$ cat config.mk
export PLATFORM = sky130hd
export DESIGN_NAME = wbpe_front
export DESIGN_NICKNAME = d
export VERILOG_FILES = /design/src/hw/rtl/wbpe_pkg.sv /design/src/hw/rtl/wbpe_front.sv
export SDC_FILE = /design/constraint.sdc
export NUM_CORES = 1
export LEC_CHECK = 0
export CAP_MARGIN = 20
export CELL_PAD_IN_SITES_DETAIL_PLACEMENT = 1
export CELL_PAD_IN_SITES_GLOBAL_PLACEMENT = 2
export CORE_MARGIN = 5
export CORE_UTILIZATION = 34
export CTS_CLUSTER_DIAMETER = 80
export CTS_CLUSTER_SIZE = 30
export DETAILED_ROUTE_END_ITERATION = 8
export DONT_BUFFER_PORTS = 1
export PLACE_DENSITY_LB_ADDON = 0.1
export SLEW_MARGIN = 20
export SYNTH_ARGS = -nofsm -noshare
export SYNTH_HDL_FRONTEND = slang
export SYNTH_SLANG_ARGS = --single-unit
$ cat constraint.sdc
create_clock -name clock -period 5 [get_ports clock]
set_clock_uncertainty 0.05 [all_clocks]
set_input_delay 0.5 -clock clock [delete_from_list [all_inputs] [get_ports clock]]
set_output_delay 0.5 -clock clock [all_outputs]
set_load 0.05 [all_outputs]
$ cat src/hw/rtl/wbpe_pkg.sv
package wbpe_pkg;

   // record store and window geometry
   localparam int RECORD_DEPTH = 4096;
   localparam int BASELINE_LEN = 100;
   localparam int ADDR_W       = $clog2(RECORD_DEPTH);
   localparam int COUNT_W      = $clog2(RECORD_DEPTH + 1);
   localparam int WIN_W        = (COUNT_W > 13) ? COUNT_W : 13;
   localparam int SAMPLE_W     = 16;
   localparam int SUM_W        = 17;

   // floor division by the window length: multiply by a rounded-down
   // reciprocal, then one correction step
   localparam int          DIV_SHIFT = 31;
   localparam int          PROD_W    = SAMPLE_W + 32;
   localparam logic [31:0] DIV_MULT  = 32'((64'd1 << DIV_SHIFT) / BASELINE_LEN);
   localparam logic [SAMPLE_W-1:0] BL_VAL = SAMPLE_W'(BASELINE_LEN);

   // job queue between front and back
   localparam int JQ_DEPTH  = 2;
   localparam int JQ_PTR_W  = $clog2(JQ_DEPTH);
   localparam int JQ_FILL_W = $clog2(JQ_DEPTH + 1);

   // register reset values
   localparam logic [11:0] BASELINE_START_RST = 12'd450;
   localparam logic [11:0] SEARCH_START_RST   = 12'd400;
   localparam logic [12:0] SEARCH_END_RST     = 13'd3000;

   typedef enum logic [1:0] {
      CSR_BASELINE_START = 2'd0,
      CSR_SEARCH_START   = 2'd1,
      CSR_SEARCH_END     = 2'd2
   } csr_index_type;

   typedef struct packed {
      logic [11:0] baseline_start;
      logic [11:0] search_start;
      logic [12:0] search_end;
   } csr_type;

   // one finished record waiting for the back end
   typedef struct packed {
      logic [COUNT_W-1:0] count;
   } job_type;

   typedef enum logic [2:0] {
      BK_IDLE,
      BK_BASE_WALK,
      BK_BASE_DRAIN,
      BK_SRCH_WALK,
      BK_SRCH_DRAIN,
      BK_REPLY
   } back_state_type;

endpackage

$ cat src/hw/rtl/wbpe_front.sv
module wbpe_front
   import wbpe_pkg::*;
(
   input  logic                clock,
   input  logic                reset,
   input  logic                take,
   input  logic [SAMPLE_W-1:0] sample,
   input  logic                last_sample,
   output logic                wr_en,
   output logic [ADDR_W-1:0]   wr_addr,
   output logic [SAMPLE_W-1:0] wr_data,
   output logic                push,
   output job_type             push_job
);

   logic [COUNT_W-1:0] count_ff;
   logic [COUNT_W-1:0] count_in;
   logic               room;
   logic [COUNT_W-1:0] count_next;

   // store while there is room; samples past the end are dropped
   assign room       = count_ff < COUNT_W'(RECORD_DEPTH);
   assign count_next = count_ff + COUNT_W'(room);
   assign wr_en      = take & room;
   assign wr_addr    = count_ff[ADDR_W-1:0];
   assign wr_data    = sample;

   // final word closes the record and hands it to the back end
   assign push           = take & last_sample;
   assign push_job.count = count_next;

   always_comb begin
      count_in = count_ff;
      if (take) begin
         count_in = last_sample ? '0 : count_next;
      end
   end

   always_ff @(posedge clock) begin
      if (reset) begin
         count_ff <= '0;
      end else begin
         count_ff <= count_in;
      end
   end

endmodule

**Word level (Yosys, flattened, before mapping)**

Cells that the tools add are included.
W data, S select, Z words.

- Output and inout bits: 43
- Input bits: 20
- Register bits after elaboration: 13

- Order comparisons: 1
- Bitwise logic cells: 2
- Add/subtract/negate cells: 1
- Mux-type cells: 1

Operators with widths:

| kind | number |
|---|---|
| $add A13 B1 Y13 | 1 |
| $lt A13 B13 Y1 const B | 1 |
| $mux W13 | 1 |
| $and A1 B1 Y1 | 2 |

**Logic depth before layout (Yosys ltp)**

- Word-level depth: 3
- Depth in mapped cells: 8
- Mapped depth without buffers: 7

**Worst setup path after synthesis**

No wires, ideal clock.

- Kind: flip-flop to output port
- Start: reg count_ff[12]
- End: out push_job[8] (netlist name)
- Arrival: 1.984 ns
- Stages on the path, launching flop included: 8
- Required time: 4.450 ns
- Slack: 2.466 ns
- Cell sequence: dfxtp_1 inv_1 ha_1 ha_1 and3_1 buf_6 nand4_4 xnor2_1

RTL lines:

| what | line | text |
|---|---|---|
| from (decl) | wbpe_front.sv:16 | `logic [COUNT_W-1:0] count_ff;` |
| from (signal assigned) | wbpe_front.sv:43 | `count_ff <= count_in;` |
| to (decl) | wbpe_front.sv:13 | `output job_type push_job` |

==> impl_metrics.py <==
metrics = {
    "run": {
        "maxCapViolations": 0,
    },
    "yosys": {
        "syn_area_um2": 1060,
        "syn_inst": 133,
        "ys_ff_latch": 13,
        "syn-num-nets": 155,
        "syn_avg_cell_area_um2": 7.97,
        "yosys.cell_types.count": 27,
        "yosys.area.top_type": "dfxtp_1",
        "yosysWarnings": 0,
        "synthFlopType": "dfxtp_1",
        "synth_top_cell_area_share": 0.246,
        "seq_area_frac_synth": 0.246,
        "synthArstFlopShare": 0,
        "synth.most_common_cell": "buf_4",
        "synth-edff-count": 0,
        "synth_common_cells": "buf_4 (30), dfxtp_1 (13), nor2_1 (11)",
        "synthTopCellsByArea": "dfxtp_1 (25%), buf_4 (21%), xnor2_1 (5.8%), o21ai_0 (4.3%), or3_1 (4.1%)",
    },
    "setup_path": {
        "worstPathMaxFanout": 8,
        "slowest_stage": "xnor2_1",
        "criticalPathCategory": "reg -> out",
        "path_common_cell": "ha_1",
        "cp.arrival_ns": 2.92,
        "max_stage_delay_ns": 0.89,
        "crit_path_start_kind": "register",
        "cp-end-kind": "primary output",
        "cp_num_buf_inv": 0,
        "path_delay_family": "XOR/XNOR gates",
        "crit_chain": "ha_1, ha_1, and3_1, nand3_1, xnor2_1",
        "critical_path_required_ns": 4.45,
    },
    "finish": {
        "regMostFlops": "count_ff",
        "num-fill-cells": 375,
        "fin_cells": 145,
        "multi_input_area_um2": 543,
        "layout.area.seq_um2": 260,
        "largest_reg_flops": 13,
        "layout-drive-gt1-share": 0.0792,
        "layout.nets": 124,
        "syn_to_final_growth_pct": -15.8,
        "fin_util": 0.295,
        "largest_registers": "count_ff: 13 flops",
        "num_antenna_cells": 0,
    },
    "placement": {
        "dp_cells": 141,
        "post-place-ws_ns": 1.81,
        "io_buffer_count": 0,
        "post-dp-hpwl_um": 1850,
        "gp_routability_congestion": 0.690,
    },
    "sta": {
        "post-route-period-util": 0.693,
        "final_max_slew_viol_count": 0,
        "setup_viol": 0,
        "tightest_slew_ns": 1.11,
        "hold_viol_final": 0,
        "fin_tns_setup_ns": 0,
        "fin_ws_ns": 1.53,
        "max_slew_margin": 0.256,
        "rsz0062_at_grt": "false",
        "fmax_mhz": 288,
        "period_needed_ns": 3.47,
    },
    "die": {
        "chipHeight_um": 65.8,
        "die_area_um2": 4330,
        "start_util": 0.350,
        "ios": 63,
        "rows": 20,
        "die_w_um": 65.8,
        "core-area_um2": 3030,
    },
    "detailed_routing": {
        "drc": 0,
        "routed_via_density": 5.23,
        "wire_per_inst_um": 17.8,
        "dr.pass1.iters": 4,
        "drt_iter0_drc": 22,
        "postRouteAntennaNets": 0,
        "drt_wl_total_um": 2590,
        "vias": 759,
    },
    "hold_path": {
        "hold_class": "in -> reg",
    },
    "grt": {
        "grt_pass1_wl_um": 4100,
        "antenna_found_initial": 0,
        "grt_pass1_vias": 755,
        "overflow": 0,
        "grtUsageTotal": 0.123,
        "grt_start_max_net_pins": 15,
    },
    "status": {
        "status": "completed",
    },
    "clock_tree": {
        "cts_max_level": 1,
        "clock_latency_ns": 0.28,
        "clk_pin_slew_ns": 0.09,
        "cts.sinks": 13,
        "post_cts_resized": 0,
        "cts_buffer_depth": 2,
        "cts_inserted_buffers": 3,
        "post_cts_buffers": 0,
        "tritoncts": "built",
        "clock-root-buffer": "clkbuf_4",
        "ctsHoldBuffers": 0,
    },
    "pwr": {
        "power_leakage_nw": 0.353,
        "p_per_area_nw_per_um2": 217,
        "ir_worst_vdd_v": 0.0000800,
        "finalPower_mw": 0.193,
    },
}
[layout by cell type, fill, tap and decap left out]
cell type / count
nand2b_1: 1
and3_2: 1
xnor2_2: 1
clkbuf_4: 3
xnor2_1: 6
inv_1: 2
o21ai_0: 9
nor2b_1: 1
a31oi_1: 6
nand3_1: 3
nand2_1: 5
xor2_1: 4
nand4_1: 1
clkbuf_1: 1
ha_1: 2
a21oi_1: 7
and2_1: 2
and3_1: 5
nand4_4: 2
a22oi_1: 5
a41oi_1: 1
dfxtp_1: 13
nor2_1: 11
or3_1: 7
and4_4: 1
nand3b_1: 1
[metrics by stage]
stage	area, um^2	hold slack (ns)
2_1_floorplan	1060	0.431
3_3_place_gp	858	0.447
3_5_place_dp	858	0.464
4_1_cts	885	0.208
5_1_grt	892	0.196
6_report	892	0.221
[report_power, final]
group / internal, mW / switching [mW]
logic: 0.00396 / 0.0129
registers: 0.104 / 0.00293
clock network: 0.0310 / 0.0386
[worst paths after layout]
| path | cells after the start | startpoint | to | slack [ns] |
|---|---|---|---|---|
| worst max-delay path | 5 | count_ff[0]$_SDFFE_PP0P_ | push_job[10] | 1.53 |
| worst min-delay path | 1 | reset | count_ff[11]$_SDFFE_PP0P_ | 0.22 |
| worst min register to register | 2 | count_ff[12]$_SDFFE_PP0P_ | count_ff[12]$_SDFFE_PP0P_ | 0.47 |
| worst max register to register | 6 | count_ff[0]$_SDFFE_PP0P_ | count_ff[8]$_SDFFE_PP0P_ | 2.61 |
[area by class of cell]
cell class	instances	share of cell area
clock buffers	4	0.0295
inverters	2	0.00842
multi-input cells	82	0.609
flip-flops and latches	13	0.292
well taps	44	0.0617
[routing by layer]
layer | vias to the layer above | routed length [um] | global-route usage
li1 | 368 | - | -
met1 | 352 | 1090 | 0.143
met2 | 28 | 1180 | 0.196
met3 | 11 | 281 | 0.0629
met4 | 0 | 35 | 0.0363
met5 | - | 0 | 0
[logic make-up after synthesis]
kind of cell             count (synthesis)  share of synthesized area
AND/OR/NAND/NOR                         41                      0.236
buffers and inverters                   38                      0.249
AO/OA/AOI/OAI                           28                      0.155
flip-flops                              13                      0.246
XOR/XNOR                                11                     0.0909
adder cells (fa/ha/maj)                  2                     0.0236
No activity file was read; power rests on OpenSTA's default activity.
