<file path="config.mk">
export PLATFORM = sky130hd
export DESIGN_NAME = wbpe_job_fifo
export DESIGN_NICKNAME = d
export VERILOG_FILES = /design/src/hw/rtl/wbpe_pkg.sv /design/src/hw/rtl/wbpe_job_fifo.sv
export SDC_FILE = /design/constraint.sdc
export NUM_CORES = 1
export LEC_CHECK = 0
export BUFFER_PORTS_ARGS = -buffer_cell sky130_fd_sc_hd__buf_2
export CAP_MARGIN = 20
export CORE_UTILIZATION = 35
export CTS_CLUSTER_DIAMETER = 60
export DETAILED_ROUTE_END_ITERATION = 6
export MAX_ROUTING_LAYER = met4
export PLACE_DENSITY = 0.64
export SYNTH_ARGS = -nofsm -noshare
export SYNTH_HDL_FRONTEND = slang
export SYNTH_SLANG_ARGS = --single-unit
</file>
<file path="constraint.sdc">
create_clock -name clock -period 2.74 [get_ports clock]
set_clock_uncertainty 0.15 [all_clocks]
set_input_delay 0.411 -clock clock [delete_from_list [all_inputs] [get_ports clock]]
set_output_delay 0.411 -clock clock [all_outputs]
set_load 0.01 [all_outputs]
</file>
<file path="src/hw/rtl/wbpe_pkg.sv">
package wbpe_pkg;

   // record store and window geometry
   localparam int RECORD_DEPTH = 4096;
   localparam int BASELINE_LEN = 100;
   localparam int ADDR_W       = $clog2(RECORD_DEPTH);
   localparam int COUNT_W      = $clog2(RECORD_DEPTH + 1);
   localparam int WIN_W        = (COUNT_W > 13) ? COUNT_W : 13;
   localparam int SAMPLE_W     = 16;
   localparam int SUM_W        = 17;

   // floor division by the window length: multiply by a rounded-down
   // reciprocal, then one correction step
   localparam int          DIV_SHIFT = 31;
   localparam int          PROD_W    = SAMPLE_W + 32;
   localparam logic [31:0] DIV_MULT  = 32'((64'd1 << DIV_SHIFT) / BASELINE_LEN);
   localparam logic [SAMPLE_W-1:0] BL_VAL = SAMPLE_W'(BASELINE_LEN);

   // job queue between front and back
   localparam int JQ_DEPTH  = 2;
   localparam int JQ_PTR_W  = $clog2(JQ_DEPTH);
   localparam int JQ_FILL_W = $clog2(JQ_DEPTH + 1);

   // register reset values
   localparam logic [11:0] BASELINE_START_RST = 12'd450;
   localparam logic [11:0] SEARCH_START_RST   = 12'd400;
   localparam logic [12:0] SEARCH_END_RST     = 13'd3000;

   typedef enum logic [1:0] {
      CSR_BASELINE_START = 2'd0,
      CSR_SEARCH_START   = 2'd1,
      CSR_SEARCH_END     = 2'd2
   } csr_index_type;

   typedef struct packed {
      logic [11:0] baseline_start;
      logic [11:0] search_start;
      logic [12:0] search_end;
   } csr_type;

   // one finished record waiting for the back end
   typedef struct packed {
      logic [COUNT_W-1:0] count;
   } job_type;

   typedef enum logic [2:0] {
      BK_IDLE,
      BK_BASE_WALK,
      BK_BASE_DRAIN,
      BK_SRCH_WALK,
      BK_SRCH_DRAIN,
      BK_REPLY
   } back_state_type;

endpackage

</file>
<file path="src/hw/rtl/wbpe_job_fifo.sv">
module wbpe_job_fifo
   import wbpe_pkg::*;
(
   input  logic    clock,
   input  logic    reset,
   input  logic    push,
   input  job_type push_job,
   input  logic    pop,
   output job_type pop_job,
   output logic    not_empty
);

   job_type              entry_ff [JQ_DEPTH];
   logic [JQ_PTR_W-1:0]  wr_ptr_ff;
   logic [JQ_PTR_W-1:0]  wr_ptr_in;
   logic [JQ_PTR_W-1:0]  rd_ptr_ff;
   logic [JQ_PTR_W-1:0]  rd_ptr_in;
   logic [JQ_FILL_W-1:0] fill_ff;
   logic [JQ_FILL_W-1:0] fill_in;
   logic                 full;

   assign not_empty = fill_ff != '0;
   assign full      = fill_ff == JQ_FILL_W'(JQ_DEPTH);
   assign pop_job   = entry_ff[rd_ptr_ff];

   // pointer and fill bookkeeping
   always_comb begin
      wr_ptr_in = wr_ptr_ff;
      rd_ptr_in = rd_ptr_ff;
      fill_in   = fill_ff;
      if (push) begin
         wr_ptr_in = (wr_ptr_ff == JQ_PTR_W'(JQ_DEPTH - 1)) ? '0 : wr_ptr_ff + 1'b1;
      end
      if (pop) begin
         rd_ptr_in = (rd_ptr_ff == JQ_PTR_W'(JQ_DEPTH - 1)) ? '0 : rd_ptr_ff + 1'b1;
      end
      if (push && !pop) begin
         fill_in = fill_ff + 1'b1;
      end else if (pop && !push) begin
         fill_in = fill_ff - 1'b1;
      end
   end

   always_ff @(posedge clock) begin
      if (reset) begin
         wr_ptr_ff <= '0;
         rd_ptr_ff <= '0;
         fill_ff   <= '0;
      end else begin
         wr_ptr_ff <= wr_ptr_in;
         rd_ptr_ff <= rd_ptr_in;
         fill_ff   <= fill_in;
      end
   end

   // queue entries
   always_ff @(posedge clock) begin
      if (push) begin
         entry_ff[wr_ptr_ff] <= push_job;
      end
   end

`ifndef NO_ASSERTIONS
   a_no_overflow: assert property (@(posedge clock) disable iff (reset)
      push |-> (!full || pop))
      else $error("job queue written while full");

   a_no_underflow: assert property (@(posedge clock) disable iff (reset)
      pop |-> not_empty)
      else $error("job queue read while empty");

   a_fill_bounded: assert property (@(posedge clock) disable iff (reset)
      !(fill_ff > JQ_FILL_W'(JQ_DEPTH)))
      else $error("job queue fill count beyond its depth");
`endif

endmodule

</file>
; ---- Word-level counts from Yosys, hierarchy flattened
; Memories as Yosys holds them, arrays and structs flattened. A register that Yosys moved wholly into a read port is not among the register bits.
; Cells that the tools add are included.
[word_totals]
memories = 1
in_bits = 17
ff_bits = 4
ramBits = 26
[classes]
n_mux = 8
n_addsub = 4
n_reduce_logical = 6
[memory_table]
columns = memory, words, word_bits, read_ports, rd_clocked_by_memory_dff, wr, line_no
row1 = entry_ff, 2, 13, 1, 1, 1, wbpe_job_fifo.sv:13  ; job_type entry_ff [JQ_DEPTH];
[op_table]
columns = op, count
row1 = 1-bit two-way mux, 6
row2 = 2-bit two-way mux, 2
row3 = 2-bit nonzero test, 2
row4 = "1-bit adder, second input constant", 2
row5 = "2-bit by 1-bit adder with 2-bit output, second input constant", 1
row6 = 1-bit logical AND, 2
row7 = 1-bit zero test, 2
row8 = "2-bit by 1-bit subtractor with 2-bit output, second input constant", 1

; ---- Depth between registers and ports, before layout
[depth]
ltp_word = 4
ltp_mapped = 5
ltp_nobuf = 5

; ---- Least setup slack after synthesis
; Ideal clock, no wire load.
[synth_path]
path_kind = input to register
start = input port push
end = memory entry_ff[0][0] (netlist bit), enable pin
path_buffers = 0
path_slack_ns = 1.159
arrival_ns = 1.047
t_required_ns = 2.206
cell_stages = 1
cell_sequence = nor2b_1
[synth_between]
elab_chain_len = 2
[synth_rtl]
columns = element, line_no
row1 = from (decl), wbpe_job_fifo.sv:6  ; input logic push,
row2 = 1-bit two-way mux, wbpe_job_fifo.sv:58  ; if (push) begin
row3 = 1-bit two-way mux (implied by the code), wbpe_job_fifo.sv:59  ; entry_ff[wr_ptr_ff] <= push_job;
row4 = to (decl), wbpe_job_fifo.sv:13
; No other way between the ends.

==> qor.yml <==
worst_ep_arrival_time_ns: 1.55
path_clk_slew_ns: 0.09
die-height_um: 58.9
grt_setup_unrepaired: "no"
drv_cap: 0
final_nets: 116
rows: 20
synth_edf_count: 26
ys_types: 16
antenna_left: 0
slew_violations: 0
path_class: "flop to primary output"
leakage_nw: 0.538
synth_nets: 79
ys_seq_elements: 31
area_growth_syn_to_layout_pct: 22.4
tritoncts: "yes"
worst_slack_ns: 0.631
synth_most_common_cell: "edfxtp_1"
dpl.hpwl_mm: 1.22
cts_buffers: 5
start_kind: "flop"
dr_total_vias: 625
fin_util_pct: 45.5
tns_ns: 0
critPathRequiredTime_ns: 2.18
netlist_area_mm2: 0.00113
dp.cells: 135
status: "completed"
holdBufCountCts: 0
coreArea_mm2: 0.00305
gp_congestion: 0.604
groute.usage.overall_pct: 12.9
die_w_um: 58.9
fin_cells: 142
grt_pass1_wl_mm: 2.93
yosys.area.top_type: "edfxtp_1"
dr.first_iter.drc_count: 5
cp_max_fo: 13
port_buffers: 30
drt-pass1-iter-count: 3
setup_viol: 0
cts_sinks: 31
cts_buffer_depth: 2
drc: 0
synthTopCellsByArea: "edfxtp_1 69%, mux2_1 9.9%, dfxtp_1 8.8%, mux2_2 3.0%, xnor2_1 1.5%"
syn_avg_cell_area_um2: 18.6
clock.fmax_ghz: 0.474
yosys_warnings: 0
wl_mm: 1.78
clk_latency_ns: 0.31
synthFlopType: "edfxtp_1"
seq_area_frac_synth_pct: 77.7
vdd_drop_max_mv: 0.314
endpoint_kind: "primary output"
p_per_area_mw_per_mm2: 650
netlist_instances: 61
period_needed_ns: 2.11
dp_slack_ns: 0.941
via_per_inst: 4.40
tightest_slew_ns: 0.605
slew_headroom_pct: 59.7
diodes: 0
grt-ovfl-total: 0
wl_per_cell_um: 12.5
yosysTopAreaCellShare_pct: 68.9
worst_hold_slack_ns: 0.130
hold_viol_final: 0
die_area_mm2: 0.00347
cts_resized: 0
layout-drive-gt1-share_pct: 40.8
cts_root_buffer: "clkbuf_4"
cts_max_level: 2
grt_max_degree: 14
hp-class: "input pin to flop"
antenna_found_initial: 0
async_reset_ff_share_pct: 0
io_pins: 31
initial_utilization_pct: 37.1
netlist_top_cells_count: "26 x edfxtp_1, 10 x mux2_1, 5 x dfxtp_1, 4 x nor2_1, 3 x mux2_2"
grt_pass1_vias: 648
timing.final.crit_share_pct: 77.0
postCtsSetupBuffers: 0
==> cells in the final DEF (no fill, tap or decap), types with 2 or more instances in the layout <==
| cell | netlist | final |
|---|---|---|
| mux2_2 | 3 | 3 |
| buf_2 | 1 | 30 |
| xor2_1 | 2 | 2 |
| nor2_1 | 4 | 4 |
| dfxtp_1 | 5 | 5 |
| edfxtp_1 | 26 | 26 |
| xnor2_1 | 2 | 2 |
| mux2_1 | 10 | 10 |
| clkbuf_4 | 0 | 5 |
==> registers in the layout, summed over array words and instances, names as in the netlist, named ones only <==
register / count
entry_ff: 26
fill_ff: 2
rd_ptr_ff: 1
wr_ptr_ff: 1
==> per-layer routing <==
metal / track usage (%) / vias up / share of wire (%)
met4: 10.2 / 0 / 3.3
met2: 19.2 / 25 / 47
met1: 13.9 / 294 / 44
met5: - / - / 0
li1: - / 298 / -
met3: 4.62 / 8 / 5.2
==> path summary, 6_finish.rpt <==
check	end	depth (start not counted)	slack (ns)	from
setup / recovery	pop_job[0]	2	0.63	flop
hold / removal	entry_ff[0][6]	1	0.13	push_job[6]
setup reg to reg	entry_ff[1][11]	1	1.34	wr_ptr_ff
hold reg to reg	fill_ff[1]	2	0.38	fill_ff[1]
==> cell families (layout without fill, tap and decap cells) <==
kind of cell,count (synthesis),after routing,share of synthesized area [%]
buffers and inverters,2,39,0.772
and+or+nand+nor,8,8,3.53
DFF,31,31,77.7
muxes,13,13,12.9
AOI/OAI and AO/OA,2,2,0.882
xor gates and xnor gates,4,4,3.09
adders and majority gates,1,1,1.10
==> metrics by stage <==
| step | cell area (µm²) | power (mW) |
|---|---|---|
| final | 1390 | 0.901 |
| after detailed placement | 1340 | 0.685 |
| after CTS | 1390 | 0.919 |
| after global placement | 1340 | 0.679 |
| after global routing | 1390 | 0.956 |
| after floorplan | 1130 | 0.633 |
==> layout make-up <==
cell class	instances	area (µm²)
clock buffers	5	37.5
fillers	290	1670
repair buffers	31	158
clock inverters	2	8.76
flip-flops and latches	31	881
well taps	44	55.1
multi-input cells	28	244
inverters	1	3.75
==> worst max-delay path, cell delays in order (launching register included) <==
cell     delay [ns]
dfxtp_1        0.69
mux2_2         0.40
buf_2          0.14
==> report_power, final <==
| group | switching (mW) | internal (mW) |
|---|---|---|
| combinational | 0.0547 | 0.0540 |
| sequential | 0.0164 | 0.546 |
| clock | 0.140 | 0.0907 |
(Power assumes the default switching activity.)
