$ cat config.mk
export PLATFORM = sky130hd
export DESIGN_NAME = wbpe_back
export DESIGN_NICKNAME = d
export VERILOG_FILES = /design/src/hw/rtl/wbpe_pkg.sv /design/src/hw/rtl/wbpe_back.sv
export SDC_FILE = /design/constraint.sdc
export NUM_CORES = 1
export LEC_CHECK = 0
export BUFFER_PORTS_ARGS = -buffer_cell sky130_fd_sc_hd__buf_2
export CAP_MARGIN = 40
export CORE_MARGIN = 2
export CORE_UTILIZATION = 63
export DETAILED_ROUTE_END_ITERATION = 8
export GPL_TIMING_DRIVEN = 0
export PLACE_DENSITY = 0.83
export SYNTH_ARGS = -nofsm -noshare
export SYNTH_HDL_FRONTEND = slang
export SYNTH_SLANG_ARGS = --single-unit
export TNS_END_PERCENT = 1
$ cat constraint.sdc
create_clock -name clock -period 16.55 [get_ports clock]
set_input_delay 1.655 -clock clock [delete_from_list [all_inputs] [get_ports clock]]
set_output_delay 1.655 -clock clock [all_outputs]
set_load 0.02 [all_outputs]
$ cat src/hw/rtl/wbpe_pkg.sv
package wbpe_pkg;

   // record store and window geometry
   localparam int RECORD_DEPTH = 4096;
   localparam int BASELINE_LEN = 100;
   localparam int ADDR_W       = $clog2(RECORD_DEPTH);
   localparam int COUNT_W      = $clog2(RECORD_DEPTH + 1);
   localparam int WIN_W        = (COUNT_W > 13) ? COUNT_W : 13;
   localparam int SAMPLE_W     = 16;
   localparam int SUM_W        = 17;

   // floor division by the window length: multiply by a rounded-down
   // reciprocal, then one correction step
   localparam int          DIV_SHIFT = 31;
   localparam int          PROD_W    = SAMPLE_W + 32;
   localparam logic [31:0] DIV_MULT  = 32'((64'd1 << DIV_SHIFT) / BASELINE_LEN);
   localparam logic [SAMPLE_W-1:0] BL_VAL = SAMPLE_W'(BASELINE_LEN);

   // job queue between front and back
   localparam int JQ_DEPTH  = 2;
   localparam int JQ_PTR_W  = $clog2(JQ_DEPTH);
   localparam int JQ_FILL_W = $clog2(JQ_DEPTH + 1);

   // register reset values
   localparam logic [11:0] BASELINE_START_RST = 12'd450;
   localparam logic [11:0] SEARCH_START_RST   = 12'd400;
   localparam logic [12:0] SEARCH_END_RST     = 13'd3000;

   typedef enum logic [1:0] {
      CSR_BASELINE_START = 2'd0,
      CSR_SEARCH_START   = 2'd1,
      CSR_SEARCH_END     = 2'd2
   } csr_index_type;

   typedef struct packed {
      logic [11:0] baseline_start;
      logic [11:0] search_start;
      logic [12:0] search_end;
   } csr_type;

   // one finished record waiting for the back end
   typedef struct packed {
      logic [COUNT_W-1:0] count;
   } job_type;

   typedef enum logic [2:0] {
      BK_IDLE,
      BK_BASE_WALK,
      BK_BASE_DRAIN,
      BK_SRCH_WALK,
      BK_SRCH_DRAIN,
      BK_REPLY
   } back_state_type;

endpackage

$ cat src/hw/rtl/wbpe_back.sv
module wbpe_back
   import wbpe_pkg::*;
(
   input  logic                clock,
   input  logic                reset,
   input  csr_type             csr,
   input  logic                job_valid,
   input  job_type             job,
   output logic                pop,
   output logic                rd_en,
   output logic [ADDR_W-1:0]   rd_addr,
   input  logic [SAMPLE_W-1:0] rd_data,
   output logic                active,
   output logic                rsp_valid,
   output logic [SAMPLE_W-1:0] rsp_baseline,
   output logic [SAMPLE_W-1:0] rsp_amplitude
);

   back_state_type state_ff;
   back_state_type state_in;

   logic [WIN_W-1:0]   idx_ff;
   logic [WIN_W-1:0]   idx_in;
   logic [WIN_W-1:0]   base_end_ff;
   logic [WIN_W-1:0]   base_end_in;
   logic [WIN_W-1:0]   srch_end_ff;
   logic [WIN_W-1:0]   srch_end_in;
   logic [COUNT_W-1:0] cnt_ff;

   // pipeline flags
   logic rd_vld_ff;
   logic p1_vld_ff;
   logic p2_vld_ff;
   logic p3_vld_ff;
   logic dev_vld_ff;

   // baseline datapath
   logic [PROD_W-1:0]     prod_ff;
   logic [SAMPLE_W-1:0]   smp1_ff;
   logic [SAMPLE_W-1:0]   q2_ff;
   logic [SAMPLE_W-1:0]   smp2_ff;
   logic [SAMPLE_W-1:0]   q3_ff;
   logic [SAMPLE_W-1:0]   smp3_ff;
   logic [SAMPLE_W-1:0]   qbl3_ff;
   logic [2*SAMPLE_W-1:0] qbl_wide;
   logic [SAMPLE_W-1:0]   rem;
   logic                  fix;
   logic [SUM_W-1:0]      acc_ff;
   logic [SUM_W-1:0]      acc_in;

   // search datapath
   logic [SUM_W-1:0] smp_ext;
   logic [SUM_W-1:0] dev_in;
   logic [SUM_W-1:0] dev_ff;
   logic [SUM_W-1:0] peak_ff;
   logic [SUM_W-1:0] peak_in;

   logic             base_ph;
   logic             walking;
   logic             issue;
   logic             pipe_busy;
   logic             load_srch;
   logic [WIN_W-1:0] end_sel;
   logic [WIN_W-1:0] cnt_w;
   logic [WIN_W-1:0] base_lim;
   logic [WIN_W-1:0] srch_lim;

   // windows clipped to the samples received
   assign cnt_w       = WIN_W'(job.count);
   assign base_lim    = WIN_W'(csr.baseline_start) + WIN_W'(BASELINE_LEN);
   assign srch_lim    = WIN_W'(csr.search_end);
   assign base_end_in = (base_lim < cnt_w) ? base_lim : cnt_w;
   assign srch_end_in = (srch_lim < cnt_w) ? srch_lim : cnt_w;

   assign base_ph   = (state_ff == BK_BASE_WALK) || (state_ff == BK_BASE_DRAIN);
   assign end_sel   = base_ph ? base_end_ff : srch_end_ff;
   assign pipe_busy = rd_vld_ff | p1_vld_ff | p2_vld_ff | p3_vld_ff | dev_vld_ff;

   // next state
   always_comb begin
      state_in = state_ff;
      case (state_ff)
         BK_IDLE: begin
            if (job_valid) state_in = BK_BASE_WALK;
         end
         BK_BASE_WALK: begin
            if (idx_ff >= base_end_ff) state_in = BK_BASE_DRAIN;
         end
         BK_BASE_DRAIN: begin
            if (!pipe_busy) state_in = BK_SRCH_WALK;
         end
         BK_SRCH_WALK: begin
            if (idx_ff >= srch_end_ff) state_in = BK_SRCH_DRAIN;
         end
         BK_SRCH_DRAIN: begin
            if (!pipe_busy) state_in = BK_REPLY;
         end
         BK_REPLY: begin
            state_in = BK_IDLE;
         end
         default: begin
            state_in = BK_IDLE;
         end
      endcase
   end

   // state outputs
   always_comb begin
      pop       = 1'b0;
      walking   = 1'b0;
      load_srch = 1'b0;
      rsp_valid = 1'b0;
      active    = 1'b1;
      case (state_ff)
         BK_IDLE: begin
            active = 1'b0;
            pop    = job_valid;
         end
         BK_BASE_WALK, BK_SRCH_WALK: begin
            walking = 1'b1;
         end
         BK_BASE_DRAIN: begin
            load_srch = !pipe_busy;
         end
         BK_SRCH_DRAIN: begin
         end
         BK_REPLY: begin
            rsp_valid = 1'b1;
         end
         default: begin
            active = 1'b0;
         end
      endcase
   end

   // walk index: one store read per cycle
   assign issue   = walking && (idx_ff < end_sel);
   assign rd_en   = issue;
   assign rd_addr = idx_ff[ADDR_W-1:0];

   always_comb begin
      idx_in = idx_ff;
      if (pop) begin
         idx_in = WIN_W'(csr.baseline_start);
      end else if (load_srch) begin
         idx_in = WIN_W'(csr.search_start);
      end else if (issue) begin
         idx_in = idx_ff + 1'b1;
      end
   end

   // baseline: quotient estimate, one low by at most one, then corrected
   assign qbl_wide = {{SAMPLE_W{1'b0}}, q2_ff} * {{SAMPLE_W{1'b0}}, BL_VAL};
   assign rem      = smp3_ff - qbl3_ff;
   assign fix      = rem >= BL_VAL;

   always_comb begin
      acc_in = acc_ff;
      if (pop) begin
         acc_in = '0;
      end else if (p3_vld_ff) begin
         acc_in = acc_ff + SUM_W'(q3_ff) + SUM_W'(fix);
      end
   end

   // search: absolute deviation, then running maximum
   assign smp_ext = SUM_W'(rd_data);
   assign dev_in  = (smp_ext >= acc_ff) ? smp_ext - acc_ff : acc_ff - smp_ext;

   always_comb begin
      peak_in = peak_ff;
      if (pop) begin
         peak_in = '0;
      end else if (dev_vld_ff && (dev_ff > peak_ff)) begin
         peak_in = dev_ff;
      end
   end

   // control registers
   always_ff @(posedge clock) begin
      if (reset) begin
         state_ff   <= BK_IDLE;
         rd_vld_ff  <= 1'b0;
         p1_vld_ff  <= 1'b0;
         p2_vld_ff  <= 1'b0;
         p3_vld_ff  <= 1'b0;
         dev_vld_ff <= 1'b0;
         acc_ff     <= '0;
         peak_ff    <= '0;
      end else begin
         state_ff   <= state_in;
         rd_vld_ff  <= issue;
         p1_vld_ff  <= rd_vld_ff & base_ph;
         p2_vld_ff  <= p1_vld_ff;
         p3_vld_ff  <= p2_vld_ff;
         dev_vld_ff <= rd_vld_ff & !base_ph;
         acc_ff     <= acc_in;
         peak_ff    <= peak_in;
      end
   end

   // job bounds and datapath
   always_ff @(posedge clock) begin
      idx_ff <= idx_in;
      if (pop) begin
         base_end_ff <= base_end_in;
         srch_end_ff <= srch_end_in;
         cnt_ff      <= job.count;
      end
      prod_ff <= PROD_W'(rd_data) * PROD_W'(DIV_MULT);
      smp1_ff <= rd_data;
      q2_ff   <= prod_ff[DIV_SHIFT +: SAMPLE_W];
      smp2_ff <= smp1_ff;
      q3_ff   <= q2_ff;
      smp3_ff <= smp2_ff;
      qbl3_ff <= qbl_wide[SAMPLE_W-1:0];
      dev_ff  <= dev_in;
   end

   assign rsp_baseline  = acc_ff[SAMPLE_W-1:0];
   assign rsp_amplitude = peak_ff[SAMPLE_W-1:0];

`ifndef NO_ASSERTIONS
   a_reply_single: assert property (@(posedge clock) disable iff (reset)
      rsp_valid |=> !rsp_valid)
      else $error("result strobe held longer than one cycle");

   a_reply_flushed: assert property (@(posedge clock) disable iff (reset)
      rsp_valid |-> !pipe_busy)
      else $error("result given while the datapath still holds words");

   a_read_in_record: assert property (@(posedge clock) disable iff (reset)
      issue |-> (idx_ff < WIN_W'(cnt_ff)))
      else $error("store read beyond the received samples");
`endif

endmodule

# Word level (Yosys, flattened, before mapping)
# Index checks and enable logic that the tools add are counted.
# W data, S select, Z words.
# classes
addsub,7
mux,18
n_shift,0
div_mod_pow,0
n_bitwise,6
magnitude_cmp,8
mul,2
n_eq_ne,10
reduce_logical,12
# ops
op,count
$lt A13 B13 Y1,3
$mul A16 B23 Y39 const B,1
$mux W13,3
$mux W12,3
$ge A13 B13 Y1,2
$add A17 B1 Y17,1
$add A17 B10 Y17,1
$ge A16 B17 Y1,1
$gt A17 B17 Y1,1
$mux W17,1
$sub A16 B17 Y17,1
$sub A17 B16 Y17,1
$ge A16 B7 Y1 const B,1
$sub A16 B16 Y16,1
$mux W3,5
$pmux W3 S5,1
$mul A10 B5 Y14 const B,1
$add A12 B7 Y13 const B,1
$add A13 B1 Y13 const B,1
$ne A2 B2 Y1 const B,4
$eq A3 B2 Y1 const B,2
$eq A3 B3 Y1 const B,2
$reduce_or A2 Y1,3
$mux W1,5
other kinds (11),17
# word_totals
memories,0
out_inout_bits,48
romBits,0
reg_bits,219
latchBits,0
ram_bits,0

# Logic depth before layout (Yosys ltp)
# Gate-level depths: netlist of the first run.
# depth
ltp_word,8
ltp_mapped,22
mapped_depth_nobuf,22

# Least setup slack after synthesis of the first run
# Ideal clock, no wire load.
# synth_path
kind,input to register
startpoint,in rd_data[4]
endpoint,reg prod_ff[39]
t_arrival_ns,6.731
setup_slack_ns,9.701
required_ns,16.432
stages,19
cell_sequence,inv_1 -> fa_1 -> fa_1 -> inv_1 -> fa_1 -> fa_1 -> fa_1 -> inv_1 -> fa_1 -> inv_1 -> ha_1 -> nand3_1 -> nor4_1 -> a32oi_1 -> a2111oi_0 -> o41ai_1 -> o21ai_0 -> a21oi_1 -> xnor2_1
# synth_via
elab_chain_cells,1
# synth_lines
element,line_no,text
start: declaration,wbpe_back.sv:12,"input logic [SAMPLE_W-1:0] rd_data,"
$mul A16 B23 Y39,wbpe_back.sv:210,prod_ff <= PROD_W'(rd_data) * PROD_W'(DIV_MULT);
end signal: assignment,wbpe_back.sv:210,
end: declaration,wbpe_back.sv:38,logic [PROD_W-1:0] prod_ff;
# No other way between the ends.
# A chain may end at the register's enable or synchronous reset.

# Worst setup path in the final report of the first run
# Ends and elaborated chain as after synthesis.

==> results of run 1 <==
## logic make-up after synthesis
kind of cell / Yosys count
compound gates: 278
mux: 73
flops: 181
simple gates: 274
fa+ha+maj: 434
buf+inv: 416
xor+xnor: 71
## routing by layer
layer	vias up	global-route usage, %	share of wire (%)	wire [um]
met2	452	47.66	47	18720
met4	0	11.17	3.2	1261
met1	6027	38.14	42	16670
met3	94	5.917	7.3	2892
li1	6025	-	-	-
met5	-	0	0	0
## final timing paths
check	to	slack [ns]
max	prod_ff[39]	8.70
min	q2_ff[7]	0.33
max reg2reg	acc_ff[15]	10.98
min reg2reg	q2_ff[7]	0.33
## worst max-delay path, cell delays in order
cell and delay, ns:
buf_2 0.22, inv_1 0.15, fa_1 0.66, fa_1 0.45, inv_1 0.14, fa_1 0.45, fa_1 0.41, fa_1 0.51
inv_1 0.05, fa_1 0.54, inv_1 0.05, ha_1 0.34, a21oi_1 0.31, a21boi_0 0.53, a2111oi_0 0.30, o41ai_1 0.77
o21ai_0 0.30, a21oi_1 0.24, xnor2_1 0.13
## power groups by stage
stage	combinational (mW)	clock (mW)	sequential (mW)
after floorplan	1.63	0	0.652
after global placement	2.04	0	0.684
after detailed placement	2.14	0	0.688
after CTS	2.18	0.428	0.680
after global routing	2.50	0.446	0.691
final	2.20	0.426	0.682
## area by class of cell
| type | instances | area, um2 |
|---|---|---|
| clock buffer | 21 | 491.7 |
| inverter | 342 | 1284 |
| tap | 335 | 419.2 |
| timing repair buffer | 116 | 580.6 |
| fill | 1953 | 7741 |
| buffer | 74 | 445.4 |
| clock inverter | 11 | 132.6 |
| sequential | 181 | 4004 |
| multi-input combinational | 1130 | 10890 |
## stage by stage
step	total power [mW]	std cells	utilization, %
after floorplan	2.282	1727	-
after global placement	2.726	2178	67.80
after detailed placement	2.825	2178	67.81
after CTS	3.291	2210	70.21
after global routing	3.639	2210	70.21
final	3.304	2210	70.21
## flip-flops by register name (all words and copies together), names as in the netlist, 7 cells and up
signal,cells
acc_ff,17
base_end_ff,13
dev_ff,17
idx_ff,13
peak_ff,17
prod_ff,10
q2_ff,10
q3_ff,7
qbl3_ff,14
smp1_ff,14
smp2_ff,14
smp3_ff,14
srch_end_ff,13
## placed cells by master (no fill, tap or decap), drive strengths merged, types with 44 or more instances in the layout
master	netlist	routed
ha	313	313
fa	121	121
a21o	44	44
o21ai	57	57
clkbuf	23	44
inv	341	347
buf	51	167
xnor2	46	46
a21oi	75	75
nand2	50	50
dfxtp	143	143
nor2	87	87
mux2i	44	44
==> flow_summary.json, run 1 <==
{
  "yosysTopAreaCellShare_pct": 23.57,
  "antenna_found_initial": 2,
  "syn_area_um2": 16620,
  "synth_mux_area_share_pct": 4.615,
  "post_cts_resized": 0,
  "critPathMaxFanout": 7,
  "hold_class": "reg -> reg",
  "synthDistinctLibCells": 71,
  "start_util_pct": 63.95,
  "syn_to_final_growth_pct": 9.780,
  "ys_ff_latch": 181,
  "h-tree-depth": 4,
  "wirelength_mm": 39.55,
  "synth-compound-area-share_pct": 10.95,
  "internal_power_mw": 1.770,
  "slew_violations": 0,
  "worstPathRequired_ns": 16.91,
  "fin_nets": 2365,
  "status": "finished clean",
  "async_flop_share_pct": 0,
  "setup_viol": 0,
  "ant_nets": 0,
  "syn_nets": 2230,
  "syn_avg_cell_area_um2": 9.623,
  "seq_area_frac_synth_pct": 24.09,
  "wl_per_cell_um": 17.90,
  "worst_pin_slew_ns": 0.9046,
  "p_leak_nw": 9.295,
  "synth-xor-area-share_pct": 3.742,
  "die-area_um2": 27690,
  "core-area_um2": 25980,
  "place_area_um2": 17620,
  "yosys_warnings": 0,
  "num_rows": 59,
  "dp_hpwl_mm": 31.84,
  "root_buffer": "clkbuf_16",
  "numCtsBuffers": 17,
  "viasPerCell": 5.700,
  "timing.critical_path.to_type": "flip-flop",
  "ys_top_cells_by_count": "inv_1 (341), ha_1 (313), dfxtp_1 (143)",
  "cts_setup_buffers": 0,
  "fin_hold_ws_ns": 0.3277,
  "num_vias": 12600,
  "synth.most_common_cell": "inv_1",
  "grt_use_total_pct": 29.09,
  "p_clk_share_pct": 12.9,
  "arrival_ns": 8.21,
  "ios": 117,
  "crit_start": "rd_data[4]",
  "path_class": "in -> reg",
  "setup_tns_ns": 0,
  "fin_ws_ns": 8.702,
  "pre_cts_ws_ns": 8.420,
  "relSlewSlack_pct": 39.69,
  "synth_top_cells_by_area": "ha_1 (24%), dfxtp_1 (17%), fa_1 (15%)",
  "ys.flop_type": "dfxtp_1",
  "power_switching_share_pct": 46.43,
  "rsz0062_at_grt": "false",
  "r2r_cells": 20,
  "switchingPower_mw": 1.534,
  "cts_hold_buf": 0,
  "tritoncts": "built",
  "clk_path_buf_depth": 2,
  "drcViolationCount": 0,
  "routabilityCongestion": 0.9578,
  "die_height_um": 166.4,
  "cts_sinks": 181,
  "r2r-start": "qbl3_ff[2]",
  "synthSimpleGateAreaFrac_pct": 8.064,
  "crit_path_start_kind": "input port",
  "hold_start": "prod_ff[38]",
  "ir_worst_vdd_mv": 0.1250,
  "clkTransAtPathRegs_ns": 0.07,
  "clock_latency_ns": 0.44,
  "powerDensity_nw_per_um2": 181.1,
  "p_comb_share_pct": 66.4,
  "numPortBuffers": 116,
  "antenna_cells": 0,
  "fin_crit_sh_pct": 47.42,
  "drtIter0Drc": 955,
  "grt_pass1_vias": 13060,
  "synth_edf_count": 38,
  "die_w_um": 166.4,
  "synth_top_family_by_area": "adder cells",
  "fmax_ghz": 0.1274,
  "drv_cap": 0,
  "hold_viol": 0,
  "yosys.area.top_type": "ha_1",
  "drive_above_1_share_pct": 12.32,
  "fin_worst_skew_ns": 0.01111,
  "dr.pass1.iters": 5,
  "grt_max_degree": 37,
  "pwr-share-seq_pct": 20.7,
  "final_cell_area_um2": 18240,
  "fin_crit_ns": 7.848,
  "yosys.area_share.adder_pct": 38.14,
  "hold_depth": 0,
  "synthCells": 1727,
  "grt_pass1_wl_mm": 64.55,
  "grt_overflow": 0
}
Power figures use the tool's default switching activity.
==> run 2, diff against run 1 <==
--- a/config.mk
+++ b/config.mk
@@ -5,13 +5,14 @@
 export SDC_FILE = /design/constraint.sdc
 export NUM_CORES = 1
 export LEC_CHECK = 0
+export ABC_AREA = 1
 export BUFFER_PORTS_ARGS = -buffer_cell sky130_fd_sc_hd__buf_2
 export CAP_MARGIN = 40
 export CORE_MARGIN = 2
-export CORE_UTILIZATION = 63
+export CORE_UTILIZATION = 57
 export DETAILED_ROUTE_END_ITERATION = 8
 export GPL_TIMING_DRIVEN = 0
-export PLACE_DENSITY = 0.83
+export PLACE_DENSITY = 0.79
 export SYNTH_ARGS = -nofsm -noshare
 export SYNTH_HDL_FRONTEND = slang
 export SYNTH_SLANG_ARGS = --single-unit
==> constraint.sdc (replaced) <==
create_clock -name clock -period 7.1 [get_ports clock]
set_input_delay 0.71 -clock clock [delete_from_list [all_inputs] [get_ports clock]]
set_output_delay 0.71 -clock clock [all_outputs]
set_load 0.02 [all_outputs]
==> run 2 against run 1 <==
Against the previous run: first-iteration DRC count grew 13%; sequential cell count is the same; synthesized cell count grew 36%; die area grew 22%; critical endpoint is now prod_ff[40]; largest cell class unchanged; largest power group unchanged.
==> flow_summary.json, run 2 <==
{
  "fin_hold_ws_ns": 0.3233,
  "place_area_um2": 19500,
  "final_cell_mix": "inv_1 (478), nand2_1 (437), ha_1 (313), a21oi_1 (176), nor2_1 (155)",
  "status": "finished clean",
  "viasPerCell": 5.412,
  "ff2ff_setup_slack_ns": 3.15,
  "seq_area_frac_synth_pct": 21.77,
  "grt_overflow": 0,
  "yosysTopAreaCellShare_pct": 21.30,
  "start_util_pct": 58.12,
  "synth_top_cells_by_area": "ha_1 (21%), dfxtp_1 (16%), fa_1 (13%)",
  "power_switching_share_pct": 52.92,
  "die-area_um2": 33710,
  "ys_top_cells_by_count": "inv_1 (478), nand2_1 (437), ha_1 (313)",
  "synthDistinctLibCells": 51,
  "routabilityCongestion": 0.9536,
  "cts_setup_buffers": 0,
  "drv_cap": 0,
  "crit_path_start_kind": "input port",
  "drtIter0Drc": 1083,
  "dp_hpwl_mm": 39.86,
  "syn_nets": 2858,
  "hold_start": "smp2_ff[6]",
  "syn_avg_cell_area_um2": 7.808,
  "post_cts_resized": 0,
  "switchingPower_mw": 4.735,
  "root_buffer": "clkbuf_16",
  "hold_viol": 0,
  "grt_use_total_pct": 29.56,
  "numPortBuffers": 116,
  "pwr-share-seq_pct": 17.9,
  "grt_pass1_vias": 15820,
  "setup_viol": 0,
  "cts_hold_buf": 0,
  "critPathMaxFanout": 9,
  "reg_top3": "acc_ff (17), dev_ff (17), peak_ff (17)",
  "synthCells": 2355,
  "layout.cells.non_filler": 2906,
  "yosys_warnings": 0,
  "ys.flop_type": "dfxtp_1",
  "grt_pass1_wl_mm": 78.77,
  "ys_ff_latch": 181,
  "path_class": "in -> reg",
  "worstHoldEndpoint": "smp3_ff[6]",
  "fin_worst_skew_ns": 0.01360,
  "grt_max_degree": 22,
  "ir_worst_vdd_mv": 0.3000,
  "drcViolationCount": 0,
  "mostFrequentLayoutCell": "inv_1",
  "worstPathRequired_ns": 7.41,
  "fin_crit_ns": 5.603,
  "timing.critical_path.to_type": "flip-flop",
  "dr.pass1.iters": 5,
  "num_rows": 65,
  "dpl.cell_count": 2874,
  "worst_pin_slew_ns": 0.7068,
  "hold_class": "reg -> reg",
  "die_height_um": 183.6,
  "syn_area_um2": 18390,
  "wl_per_cell_um": 16.49,
  "fmax_ghz": 0.1785,
  "internal_power_mw": 4.213,
  "clk_path_buf_depth": 2,
  "num_vias": 15730,
  "final_cell_area_um2": 20080,
  "syn_to_final_growth_pct": 9.200,
  "ant_nets": 0,
  "die_w_um": 183.6,
  "synth_edf_count": 38,
  "wirelength_mm": 47.91,
  "hold_depth": 0,
  "antenna_found_initial": 2,
  "numCtsBuffers": 17,
  "rr_endpoint": "acc_ff[16]",
  "setup_tns_ns": 0,
  "powerDensity_nw_per_um2": 445.6,
  "fin_nets": 2994,
  "p_leak_nw": 10.69,
  "core-area_um2": 31640,
  "r2r-start": "qbl3_ff[2]",
  "fin_util_pct": 63.47,
  "fillCellCount": 2754,
  "slew_violations": 0,
  "p_comb_share_pct": 71.3,
  "cts_sinks": 181,
  "clkTransAtPathRegs_ns": 0.08,
  "clock_latency_ns": 0.45,
  "tritoncts": "built",
  "h-tree-depth": 4,
  "arrival_ns": 5.91,
  "async_flop_share_pct": 0,
  "fin_crit_sh_pct": 78.92,
  "p_clk_share_pct": 10.8,
  "yosys.area.top_type": "ha_1",
  "ios": 117,
  "synth.most_common_cell": "inv_1",
  "r2r_cells": 20,
  "relSlewSlack_pct": 52.67,
  "antenna_cells": 0,
  "drive_above_1_share_pct": 10.06,
  "rsz0062_at_grt": "false"
}
## run 2: final cells by class
class	count	area (um2)	share of cell area (%)
Multi-Input combinational cell	1620	12070	60.09
Sequential cell	181	4004	19.94
Inverter	484	1824	9.085
Timing Repair Buffer	117	608.1	3.028
Tap cell	402	503.0	2.505
Buffer	70	493.0	2.455
Clock buffer	17	425.4	2.119
Clock inverter	15	155.1	0.7727
## run 2: metrics by stage
| step | setup WS (ns) | total power [mW] |
|---|---|---|
| floorplan | 1.916 | 6.218 |
| global placement | 1.137 | 7.673 |
| detailed placement | 1.104 | 7.870 |
| CTS | 1.534 | 8.920 |
| global route | 1.248 | 9.940 |
| finish | 1.497 | 8.948 |
## run 2: logic make-up after synthesis
logic type,count (synthesis),share of synthesized area (%)
DFF,181,21.77
and+or+nand+nor,778,17.89
adders and majority gates,434,34.47
AOI/OAI and AO/OA,353,10.64
buffers and inverters,554,12.60
xor gates and xnor gates,55,2.620
## run 2: critical path, cell delays in order
cell	delay [ns]
buf_2	0.30
inv_1	0.28
fa_1	0.49
fa_1	0.47
fa_1	0.52
inv_1	0.05
fa_1	0.47
fa_1	0.55
inv_1	0.05
fa_1	0.59
inv_1	0.06
ha_1	0.31
nand2_1	0.14
nor2_1	0.15
inv_1	0.09
nor3_1	0.21
nand4_1	0.19
nand4_1	0.14
nand2_1	0.13
## run 2: worst max-delay path by stage
stage / start / end / slack (ns) / depth (start not counted)
after floorplan: rd_data[4] / prod_ff[34] / 1.92 / 19
after global placement: rd_data[5] / prod_ff[40] / 1.14 / 19
after detailed placement: rd_data[5] / prod_ff[40] / 1.10 / 19
after CTS: rd_data[4] / prod_ff[34] / 1.53 / 20
after global routing: rd_data[5] / prod_ff[39] / 1.25 / 20
final: rd_data[5] / prod_ff[40] / 1.50 / 19
## run 2: power by group through the flow
stage	sequential (mW)	clock, mW	combinational (mW)
floorplan	1.50	0	4.72
global placement	1.61	0	6.06
detailed placement	1.62	0	6.25
global route	1.63	1.02	7.29
CTS	1.60	0.972	6.35
finish	1.61	0.964	6.38
## run 2: per-layer routing
metal | vias up | GRT usage, % | routed length, um
li1 | 7768 | - | -
met1 | 7348 | 39.04 | 20940
met2 | 503 | 49.09 | 22350
met3 | 109 | 4.358 | 3012
met4 | 0 | 11.20 | 1602
met5 | - | 0 | 0
